**config.mk**
```make
export PLATFORM = sky130hd
export DESIGN_NAME = fit_strategy_block_allocator
export DESIGN_NICKNAME = d
export VERILOG_FILES = /design/src/design/fsba_pkg.sv /design/src/design/fit_strategy_block_allocator.sv
export SDC_FILE = /design/constraint.sdc
export NUM_CORES = 1
export LEC_CHECK = 0
export ABC_CLOCK_PERIOD_IN_PS = 8300
export BUFFER_PORTS_ARGS = -buffer_cell sky130_fd_sc_hd__buf_2
export CAP_MARGIN = 20
export CORE_MARGIN = 2
export CORE_UTILIZATION = 40
export DETAILED_ROUTE_END_ITERATION = 8
export PLACE_DENSITY_LB_ADDON = 0.3
export SETUP_SLACK_MARGIN = 0.15
export SLEW_MARGIN = 20
export SYNTH_ARGS = -nofsm -noshare
export SYNTH_HDL_FRONTEND = slang
export SYNTH_SLANG_ARGS = --single-unit
```
**constraint.sdc**
```tcl
create_clock -name clk -period 8.3 [get_ports clk]
set_input_delay 1.245 -clock clk [delete_from_list [all_inputs] [get_ports clk]]
set_output_delay 1.245 -clock clk [all_outputs]
set_load 0.01 [all_outputs]
```
**src/design/fsba_pkg.sv**
```systemverilog
// Shared types and constants for the fit strategy block allocator.
package fsba_pkg;

	localparam int NUM_BLOCKS = 16;
	localparam int IDX_W      = $clog2(NUM_BLOCKS);
	localparam int CNT_W      = $clog2(NUM_BLOCKS + 1);
	localparam int CFG_CNT_W  = 5;
	localparam int CMP_W      = (CNT_W > CFG_CNT_W) ? CNT_W : CFG_CNT_W;
	localparam int SIZE_W     = 16;
	localparam int PADDR_W    = 3;
	localparam int PDATA_W    = 32;

	typedef enum logic [1:0] {
		ACT_LOAD    = 2'd0,
		ACT_ALLOC   = 2'd1,
		ACT_RELEASE = 2'd2,
		ACT_UNUSED  = 2'd3
	} fsba_action_t;

	typedef enum logic [1:0] {
		STRAT_FIRST = 2'd0,
		STRAT_NEXT  = 2'd1,
		STRAT_WORST = 2'd2,
		STRAT_NONE  = 2'd3
	} fsba_strategy_t;

	typedef enum logic {
		REG_STRATEGY = 1'b0,
		REG_BLOCKS   = 1'b1
	} fsba_reg_t;

	typedef enum logic [1:0] {
		ST_IDLE,
		ST_SCAN,
		ST_DRAIN,
		ST_FINISH
	} fsba_state_t;

	typedef struct packed {
		logic [1:0]        action;
		logic [3:0]        slot;
		logic [SIZE_W-1:0] amount;
	} fsba_req_t;

	typedef struct packed {
		logic              granted;
		logic [3:0]        block_index;
		logic [SIZE_W-1:0] leftover;
	} fsba_res_t;

endpackage

```
**src/design/fit_strategy_block_allocator.sv**
```systemverilog
// Top level of the fit strategy block allocator: size table, marks, scan engine.
//
// A fixed partition allocator. Software loads a table of block sizes, one entry
// per transfer, and then issues allocate requests that are each granted one free
// block at least as large as the request, picked by first fit, next fit or worst
// fit. A release transfer frees every block at once.
//
// Channels: an input transfer is taken at a clock edge where start is high and
// busy is low; the request struct carries action, slot and amount. Every input
// transfer yields exactly one result transfer, shown on result for one cycle with
// done high; the receiver cannot stall it. The APB port sets the strategy (byte
// address 0) and the number of participating blocks (byte address 4); the user
// must write it only while busy is low; the block does not enforce this.
//
// Timing: load, release, refused and unused actions give done in the cycle after
// the input transfer. An allocate walks the size memory one entry per cycle
// through its single read port, covering count entries, count being the active
// block count (16 at reset); a drain state follows before done. The next input
// transfer can be taken in the cycle after done.
//
// Reset clears the in-use marks, the next-fit pointer and both registers
// (strategy first fit, all 16 blocks active). The size table is not cleared; it
// must be loaded before allocation.
module fit_strategy_block_allocator
	import fsba_pkg::*;
(
	input  logic                clk,
	input  logic                arst_n,
	input  logic                psel,
	input  logic                penable,
	input  logic                pwrite,
	input  logic [PADDR_W-1:0]  paddr,
	input  logic [PDATA_W-1:0]  pwdata,
	output logic [PDATA_W-1:0]  prdata,
	output logic                pready,
	input  logic                start,
	output logic                busy,
	input  fsba_req_t           request,
	output logic                done,
	output fsba_res_t           result
);

	// Configuration registers.
	logic [1:0]           strategy_q;
	logic [CFG_CNT_W-1:0] blocks_q;

	// Control state.
	fsba_state_t          state_q, state_d;
	logic [NUM_BLOCKS-1:0] taken_q;
	logic [IDX_W-1:0]     next_start_q;
	logic [IDX_W-1:0]     rd_idx_q;
	logic [CNT_W-1:0]     remaining_q;
	logic                 found_q;
	logic                 rd_vld_s1;

	// Payload registers.
	fsba_req_t            req_q;
	logic [IDX_W-1:0]     pick_q;
	logic [SIZE_W-1:0]    rest_q;
	logic [IDX_W-1:0]     rd_idx_s1;
	logic [SIZE_W-1:0]    rd_data_s1;

	// Size table: one write port for loads, one registered read port for the scan.
	logic [SIZE_W-1:0]    size_mem [NUM_BLOCKS];

	logic                 accept;
	logic                 mem_we;
	logic                 clear_all;
	logic                 scan_go;
	logic                 cfg_we;
	logic [CNT_W-1:0]     count;
	logic [IDX_W-1:0]     start_idx;
	logic [IDX_W-1:0]     rd_idx_next;
	logic                 fits;
	logic [SIZE_W-1:0]    rest;

	assign pready = 1'b1;
	assign cfg_we = psel && penable && pwrite && pready;

	always_comb begin
		unique case (fsba_reg_t'(paddr[2])) 
			REG_STRATEGY: prdata = {{(PDATA_W-2){1'b0}}, strategy_q};
			REG_BLOCKS:   prdata = {{(PDATA_W-CFG_CNT_W){1'b0}}, blocks_q};
		endcase
	end

	// Active count saturates at the table depth.
	always_comb begin
		if (CMP_W'(blocks_q) > CMP_W'(NUM_BLOCKS)) begin
			count = CNT_W'(NUM_BLOCKS);
		end else begin
			count = CNT_W'(blocks_q);
		end
	end

	// Next fit resumes at the last granted block unless that pointer fell
	// outside the active range; the other strategies start at block zero.
	always_comb begin
		if (strategy_q == STRAT_NEXT && CNT_W'(next_start_q) < count) begin
			start_idx = next_start_q;
		end else begin
			start_idx = '0;
		end
	end

	always_comb begin
		if (CNT_W'(rd_idx_q) + CNT_W'(1) == count) begin
			rd_idx_next = '0;
		end else begin
			rd_idx_next = rd_idx_q + IDX_W'(1);
		end
	end

	// Evaluation of the entry whose size just came out of the memory.
	assign fits = !taken_q[rd_idx_s1] && (rd_data_s1 >= req_q.amount);
	assign rest = rd_data_s1 - req_q.amount;

	assign accept = start && !busy;
	assign busy   = (state_q != ST_IDLE);
	assign done   = (state_q == ST_FINISH);

	always_comb begin
		state_d   = state_q;
		mem_we    = 1'b0;
		clear_all = 1'b0;
		scan_go   = 1'b0;
		unique case (state_q)
			ST_IDLE: begin
				if (accept) begin
					state_d = ST_FINISH;
					unique case (request.action)
						ACT_LOAD: begin
							mem_we = (32'(request.slot) < NUM_BLOCKS);
						end
						ACT_RELEASE: begin
							clear_all = 1'b1;
						end
						ACT_ALLOC: begin
							if (count != '0 && strategy_q != STRAT_NONE) begin
								scan_go = 1'b1;
								state_d = ST_SCAN;
							end
						end
						default: begin
							state_d = ST_FINISH;
						end
					endcase
				end
			end
			ST_SCAN: begin
				if (remaining_q == CNT_W'(1)) begin
					state_d = ST_DRAIN;
				end
			end
			ST_DRAIN: begin
				state_d = ST_FINISH;
			end
			ST_FINISH: begin
				state_d = ST_IDLE;
			end
		endcase
	end

	always_ff @(posedge clk or negedge arst_n) begin
		if (!arst_n) begin
			state_q <= ST_IDLE;
		end else begin
			state_q <= state_d;
		end
	end

	always_ff @(posedge clk or negedge arst_n) begin
		if (!arst_n) begin
			strategy_q <= STRAT_FIRST;
			blocks_q   <= CFG_CNT_W'(16);
		end else if (cfg_we) begin
			unique case (fsba_reg_t'(paddr[2]))
				REG_STRATEGY: strategy_q <= pwdata[1:0];
				REG_BLOCKS:   blocks_q   <= pwdata[CFG_CNT_W-1:0];
			endcase
		end
	end

	always_ff @(posedge clk or negedge arst_n) begin
		if (!arst_n) begin
			taken_q      <= '0;
			next_start_q <= '0;
			rd_idx_q     <= '0;
			remaining_q  <= '0;
			found_q      <= 1'b0;
			rd_vld_s1    <= 1'b0;
		end else begin
			rd_vld_s1 <= (state_q == ST_SCAN);
			if (accept) begin
				found_q <= 1'b0;
			end
			if (scan_go) begin
				rd_idx_q    <= start_idx;
				remaining_q <= count;
			end
			if (state_q == ST_SCAN) begin
				rd_idx_q    <= rd_idx_next;
				remaining_q <= remaining_q - CNT_W'(1);
			end
			// First and next fit keep the first hit in scan order; worst fit
			// replaces only on a strictly larger leftover.
			if (rd_vld_s1 && fits &&
			    (!found_q || (strategy_q == STRAT_WORST && rest > rest_q))) begin
				found_q <= 1'b1;
			end
			if (clear_all) begin
				taken_q <= '0;
			end
			if (state_q == ST_FINISH && found_q) begin
				taken_q[pick_q] <= 1'b1;
				if (strategy_q == STRAT_NEXT) begin
					next_start_q <= pick_q;
				end
			end
		end
	end

	always_ff @(posedge clk) begin
		if (accept) begin
			req_q <= request;
		end
		rd_idx_s1 <= rd_idx_q;
		if (rd_vld_s1 && fits &&
		    (!found_q || (strategy_q == STRAT_WORST && rest > rest_q))) begin
			pick_q <= rd_idx_s1;
			rest_q <= rest;
		end
	end

	always_ff @(posedge clk) begin
		if (mem_we) begin
			size_mem[IDX_W'(request.slot)] <= request.amount;
		end
		rd_data_s1 <= size_mem[rd_idx_q];
	end

	always_comb begin
		result.granted     = found_q;
		result.block_index = found_q ? 4'(pick_q) : 4'd0;
		result.leftover    = found_q ? rest_q : '0;
	end

	// A taken input transfer always makes the block busy in the next cycle.
	a_accept_busy: assert property (@(posedge clk) disable iff (!arst_n)
		accept |=> busy)
		else $error("input transfer taken without entering a busy state");

	// The scan never runs with an exhausted entry counter.
	a_scan_count: assert property (@(posedge clk) disable iff (!arst_n)
		(state_q == ST_SCAN) |-> (remaining_q != '0))
		else $error("scan running with no entries left");

	// A granted block was free when the result goes out.
	a_grant_free: assert property (@(posedge clk) disable iff (!arst_n)
		(done && found_q) |-> !taken_q[pick_q])
		else $error("granted a block that is already in use");

	// A granted block is marked in use right after the result transfer.
	a_grant_marked: assert property (@(posedge clk) disable iff (!arst_n)
		(done && found_q) |=> taken_q[$past(pick_q)])
		else $error("granted block not marked in use");

endmodule

```
==> impl_metrics.json, run 1 <==
{
  "cts_tree": "built",
  "detail-route-antenna-nets": 0,
  "critical_path.endpoint": "rest_q[8]$_DFFE_PP_",
  "drt-vias-per-instance": 5.21,
  "final_nets": 1184,
  "area_growth_pct": 14.0,
  "synth-seq-area-share": 0.670,
  "fin_crit_sh": 0.576,
  "drive_gt1_frac": 0.192,
  "reg2reg_slack_ns": 3.52,
  "crit_arrival_ns": 5.01,
  "mostFrequentLayoutCells": "edfxtp_1, nand2_1, mux2i_1",
  "synth_fa_ha_area_frac": 0.0359,
  "synth_top_area_frac": 0.577,
  "holdCritPathClass": "reg2reg",
  "startpoint_type": "flop",
  "grt_max_degree": 53,
  "finalSetupTns_ns": 0,
  "track_usage": 0.165,
  "drc_errors": 0,
  "max_freq_mhz": 209,
  "totalWireLength_um": 32300,
  "synth_top_family_by_area": "multiplexers",
  "htree_levels": 2,
  "layout_commonest_cell": "edfxtp_1",
  "reg2reg_depth": 16,
  "yosys_warnings": 0,
  "layout.cells.non_filler": 1619,
  "slew_headroom": 0.250,
  "synth_cell_types": 64,
  "power.density_nw_per_um2": 321,
  "vias": 8442,
  "rsz0062_at_grt": "false",
  "finalMaxSlewViolations": 0,
  "fp-row-count": 71,
  "die_height_um": 199,
  "synth_edf_count": 292,
  "clock_sinks": 352,
  "synth_ff_type": "edfxtp_1",
  "yosysTopAreaCell": "edfxtp_1",
  "drtIter0Drc": 551,
  "holdBufCountCts": 0,
  "crit_start": "rd_data_s1[0]$_DFF_P_",
  "antenna_cells": 0,
  "synth_xor_area_frac": 0.0124,
  "die_x_um": 199,
  "skew_ns": 0.0264,
  "ctsLongestPathBuffers": 3,
  "r2r_end": "rest_q[8]$_DFFE_PP_",
  "power_mw": 5.57,
  "ir_drop_mv": 0.189,
  "drv_cap": 0,
  "reg2reg_from": "rd_data_s1[0]$_DFF_P_",
  "fin_crit_ns": 4.78,
  "dp.cells": 1548,
  "ys_ff_latch": 352,
  "async_flop_share": 0.114,
  "leakagePower_nw": 6.29,
  "worstPathRequired_ns": 8.53,
  "whs_ns": 0.474,
  "path_class": "reg2reg",
  "netlist_area_um2": 15200,
  "grt_pass1_vias": 8381,
  "first_pass_iters": 7,
  "root_buffer": "clkbuf_16",
  "port-buffer-count": 61,
  "nFillCells": 3295,
  "grt_pass1_wl_um": 49200,
  "setup_viol": 0,
  "path_max_fanout": 11,
  "post_cts_buffers": 0,
  "synthMuxAreaShare": 0.112,
  "netlist_instances": 1000,
  "postPlaceCellArea_um2": 16000,
  "cp-end-kind": "flop",
  "io_pins": 119,
  "hpwl_um": 19600,
  "insertion_delay_ns": 0.54,
  "hold_viol": 0,
  "start_util": 0.405,
  "place_congestion": 0.751,
  "synth_compound_gate_area_share": 0.0729,
  "yosys.area_share.simple": 0.0593,
  "status": "finished, final reports clean",
  "ctsResizeCount": 0,
  "grt_overflow": 0,
  "worstMarginPinSlew_ns": 1.12,
  "syn_area_per_cell_um2": 15.2,
  "clk_pin_slew_worst_paths_ns": 0.06,
  "wl_per_cell_um": 19.9,
  "cts_made_buffers": 38,
  "finalInstanceArea_um2": 17300,
  "core_area_um2": 37500,
  "synth_area_leaders": "edfxtp_1, dfrtp_1, mux4_2",
  "die_area_um2": 39500,
  "grt_antenna_before_repair": 1
}
-- layout make-up --
| cell class | count | area [µm²] | area share |
|---|---|---|---|
| sequential | 352 | 10200 | 0.588 |
| multi-input combinational | 557 | 4620 | 0.267 |
| clock buffer | 50 | 1060 | 0.0611 |
| tap | 511 | 639 | 0.0369 |
| timing repair buffer | 79 | 448 | 0.0259 |
| inverter | 50 | 188 | 0.0108 |
| clock inverter | 20 | 183 | 0.0106 |
-- where the power goes --
part / internal (mW) / switching (mW) / total, mW / leakage, nW
sequential: 2.13 / 0.173 / 2.31 / 3.31
combinational: 0.705 / 0.911 / 1.62 / 2.38
clock: 0.943 / 0.699 / 1.64 / 0.598
total: 3.78 / 1.78 / 5.57 / 6.29
-- sequential cells by signal (all words and copies together), names as in the netlist --
name,count
pick_q,4
rd_idx_s1,4
rest_q,16
req_q,16
rd_data_s1,16
blocks_q,5
taken_q,16
strategy_q,2
next_start_q,4
state_q,2
size_mem,256
found_q,1
remaining_q,5
rd_idx_q,4
rd_vld_s1,1
-- cell families after synthesis --
| group | count (synthesis) |
|---|---|
| adder cells (fa/ha/maj) | 43 |
| XOR/XNOR | 20 |
| multiplexers | 120 |
| other | 2 |
| flip-flops | 352 |
| AO/OA/AOI/OAI | 170 |
| buffers and inverters | 117 |
| AND/OR/NAND/NOR | 176 |
-- cells in the mapped netlist, types with 2 or more instances --
cell,count
inv_1,50
nand3b_1,4
nor2b_1,7
o211ai_1,5
a2111oi_0,4
buf_4,29
nand2b_1,7
nand4_1,4
xor2_1,6
conb_1,2
a21o_1,9
and2_1,24
edfxtp_1,292
nand2_1,67
or3_1,2
a31oi_1,4
o21a_1,2
and4b_1,2
xnor2_1,13
o2bb2ai_1,2
nand3_1,9
a211o_1,2
and3_1,3
mux4_1,4
o31ai_1,4
a21oi_1,40
nor2_1,24
a32o_1,5
nor3_1,13
mux4_2,33
dfrtp_1,39
dfxtp_1,20
nand4b_1,3
mux2i_1,62
ha_1,42
o21ai_0,48
mux2_2,21
a221oi_1,16
a211oi_1,2
clkbuf_1,26
buf_2,11
a22oi_1,16
-- critical path: stages (launching register included) --
cell,delay (ns)
dfxtp_1,0.30
inv_1,0.05
ha_1,0.15
inv_1,0.05
fa_1,0.43
a21oi_1,0.23
o211ai_1,0.23
a2111oi_0,0.62
o31ai_1,0.15
a21oi_1,0.19
xnor2_1,0.12
ha_1,0.33
nand4_1,0.14
a2111oi_0,0.34
nor3_1,0.14
nor4b_4,0.70
buf_4,0.32
-- through the flow --
stage	util	setup slack, ns
after floorplan	-	4.08
after global placement	0.428	3.55
after detailed placement	0.428	3.53
after CTS	0.461	3.51
after global routing	0.462	2.99
final	0.462	3.52
-- how the worst min path moves through the flow --
stage / start / endpoint / cells past startpoint
6_report: taken_q[1]$_DFF_PN0_ / taken_q[1]$_DFF_PN0_ / 2
5_1_grt: taken_q[15]$_DFF_PN0_ / taken_q[15]$_DFF_PN0_ / 2
4_1_cts: taken_q[1]$_DFF_PN0_ / taken_q[1]$_DFF_PN0_ / 2
3_5_place_dp: taken_q[1]$_DFF_PN0_ / taken_q[1]$_DFF_PN0_ / 2
3_3_place_gp: taken_q[1]$_DFF_PN0_ / taken_q[1]$_DFF_PN0_ / 2
2_1_floorplan: rd_idx_q[3]$_DFFE_PN0P_ / rd_idx_s1[3]$_DFF_P_ / 0
-- routing by layer --
| layer | global-route usage | routed length [µm] | up-vias |
|---|---|---|---|
| li1 | - | - | 3942 |
| met1 | 0.230 | 14700 | 4251 |
| met2 | 0.271 | 15300 | 198 |
| met3 | 0.0236 | 1470 | 51 |
| met4 | 0.0478 | 761 | 0 |
| met5 | 0 | 0 | - |
No activity file was read; power rests on OpenSTA's default activity.
==> run 2: changes to the inputs <==
ABC_CLOCK_PERIOD_IN_PS = 4400   (was 8300)
clock period = 4.4 ns   (was 8.3 ns; I/O delays follow)
==> run 2 against run 1 <==
Effect of this change:
- maximum frequency grew 19%
- sequential share of layout area down 0.14 points
- clock power is 83% higher
- worst hold slack lost 0.19 ns
- clock skew down 0.013 ns
- core utilization up 0.11 points
- routed wire length up 1.6%
- count of clock-buffer cells in the layout is 7 higher
- via count rose by 1.6%
- final cell count rose by 0.56%
- non-clock buffer count increased by 8
- critical path type unchanged
- highest routed layer is now met5
==> impl_metrics.json, run 2 (same netlist as run 1, synthesis figures left out) <==
{
  "status": "finished, final reports clean",
  "clock_sinks": 352,
  "worst-path-buf-inv": 3,
  "layout_commonest_cell": "edfxtp_1",
  "first_pass_iters": 4,
  "area_growth_pct": 14.3,
  "max_freq_mhz": 250,
  "wl_per_cell_um": 20.1,
  "place_congestion": 0.774,
  "drt-vias-per-instance": 5.27,
  "die_x_um": 199,
  "root_buffer": "clkbuf_16",
  "path_class": "reg2reg",
  "skew_ns": 0.0133,
  "fin_util": 0.463,
  "clk_pin_slew_worst_paths_ns": 0.06,
  "port-buffer-count": 61,
  "leakagePower_nw": 6.32,
  "fp-row-count": 71,
  "finalMaxSlewViolations": 0,
  "mostFrequentLayoutCells": "edfxtp_1, nand2_1, mux2i_1",
  "vias": 8577,
  "crit_arrival_ns": 4.23,
  "ir_drop_mv": 0.316,
  "combPwrFrac": 0.297,
  "worstPathRequired_ns": 4.62,
  "finalInstanceArea_um2": 17400,
  "setup_viol": 0,
  "grt_overflow": 0,
  "fin_crit_sh": 0.910,
  "core_area_um2": 37500,
  "hpwl_um": 20000,
  "holdCritPathClass": "in2async",
  "hold_viol": 0,
  "htree_levels": 2,
  "seq_area_um2": 10200,
  "finalSetupTns_ns": 0,
  "internal_power_mw": 7.15,
  "p_sw_mw": 3.33,
  "seq_power_share": 0.416,
  "cts_tree": "built",
  "cp-end-kind": "flop",
  "power.density_nw_per_um2": 604,
  "holdBufCountCts": 0,
  "reg2reg_depth": 16,
  "startpoint_type": "flop",
  "postPlaceCellArea_um2": 16100,
  "final_nets": 1192,
  "top_register": "size_mem",
  "start_util": 0.405,
  "slew_headroom": 0.339,
  "detail-route-antenna-nets": 0,
  "grt_pass1_vias": 8437,
  "die_area_um2": 39500,
  "largest_register_ffs": 256,
  "cp.depth": 16,
  "totalWireLength_um": 32800,
  "grt_max_degree": 43,
  "multi_input_area_um2": 4630,
  "grt_pass1_wl_um": 50900,
  "fin_crit_ns": 4.00,
  "grt_antenna_before_repair": 2,
  "ctsLongestPathBuffers": 3,
  "die_height_um": 199,
  "io_pins": 119,
  "crit_family": "compound AO/OA/AOI/OAI gates",
  "cts_made_buffers": 38,
  "p_clk_frac": 0.287,
  "rsz0062_at_grt": "false",
  "worstMarginPinSlew_ns": 0.989,
  "nFillCells": 3285,
  "p_sw_frac": 0.318,
  "path_max_fanout": 9,
  "max_stage_delay_ns": 0.41,
  "drive_gt1_frac": 0.194,
  "critical_path.cell_chain": "ha_1, inv_1, fa_1, a21oi_1, o211ai_1, buf_4, a21o_1, a21oi_1, xnor2_1, ha_1, and4_1, nand2_1, a2111oi_2, nor3_1, nor4b_4, buf_4",
  "track_usage": 0.171,
  "critPathSlowestCell": "fa_1",
  "drc_errors": 0,
  "drv_cap": 0,
  "insertion_delay_ns": 0.52,
  "drtIter0Drc": 628
}
-- run 2: cell types whose count changed in the layout (fill, tap and decap cells not counted), sizes merged --
cell and delta:
clkinv -5, buf +8, inv +2, diode +1, bufinv -1, clkinvlp -3
clkbuf +7
-- run 2: final timing paths --
path | start | to | slack, ns
max | req_q[0]$_DFFE_PP_ | rest_q[1]$_DFFE_PP_ | 0.40
max in group asynchronous | arst_n | rd_idx_q[0]$_DFFE_PN0P_ | 3.44
min in group clk | pwdata[4] | blocks_q[4]$_DFFE_PN1P_ | 0.38
max reg2reg | req_q[0]$_DFFE_PP_ | rest_q[1]$_DFFE_PP_ | 0.40
min | arst_n | taken_q[10]$_DFF_PN0_ | 0.29
min reg2reg | taken_q[5]$_DFF_PN0_ | taken_q[5]$_DFF_PN0_ | 0.47
-- run 2: power groups by stage --
| stage | combinational, mW | sequential (mW) | clock (mW) |
|---|---|---|---|
| floorplan | 2.40 | 4.22 | 0 |
| detailed placement | 3.09 | 4.43 | 0 |
| CTS | 3.10 | 4.37 | 3.08 |
| finish | 3.12 | 4.36 | 3.00 |
| global placement | 3.03 | 4.43 | 0 |
| global route | 3.49 | 4.42 | 3.23 |
-- run 2: what timing repair did --
item,4_1_cts,5_1_grt
hold endpoints to repair,0,0
gates resized for setup,1,5
endpoints found under the setup margin,8,21
buffers inserted,0,0
-- run 2: routing by layer --
metal	wire, µm	GRT usage	share of wire	vias up
li1	-	-	-	3963
met1	14900	0.236	0.45	4359
met2	15900	0.286	0.48	208
met3	1450	0.0212	0.044	45
met4	558	0.0481	0.017	2
met5	13	0	0.00040	-
-- run 2: worst reg2reg max path, cell delays in order (launching register included) --
cell	delay [ns]
edfxtp_1	0.35
ha_1	0.17
inv_1	0.06
fa_1	0.41
a21oi_1	0.26
o211ai_1	0.24
buf_4	0.21
a21o_1	0.17
a21oi_1	0.17
xnor2_1	0.11
ha_1	0.27
and4_1	0.23
nand2_1	0.10
a2111oi_2	0.28
nor3_1	0.12
nor4b_4	0.32
buf_4	0.23
-- run 2: cell type report --
class                      count  share of cell area
clock buffer                  57              0.0637
tap                          511              0.0368
clock inverter                13             0.00483
multi-input combinational    557               0.267
timing repair buffer          87              0.0305
sequential                   352               0.586
antenna                        1            0.000144
inverter                      50              0.0108
-- run 2: per-stage QoR --
step           std cells  hold WS [ns]  setup WS, ns  total power [mW]
2_1_floorplan       1026         0.345         0.184              6.61
3_3_place_gp        1557         0.451         0.261              7.45
3_5_place_dp        1557         0.462         0.160              7.52
4_1_cts             1627         0.317         0.257              10.5
5_1_grt             1628         0.366         0.151              11.1
6_report            1628         0.288         0.396              10.5
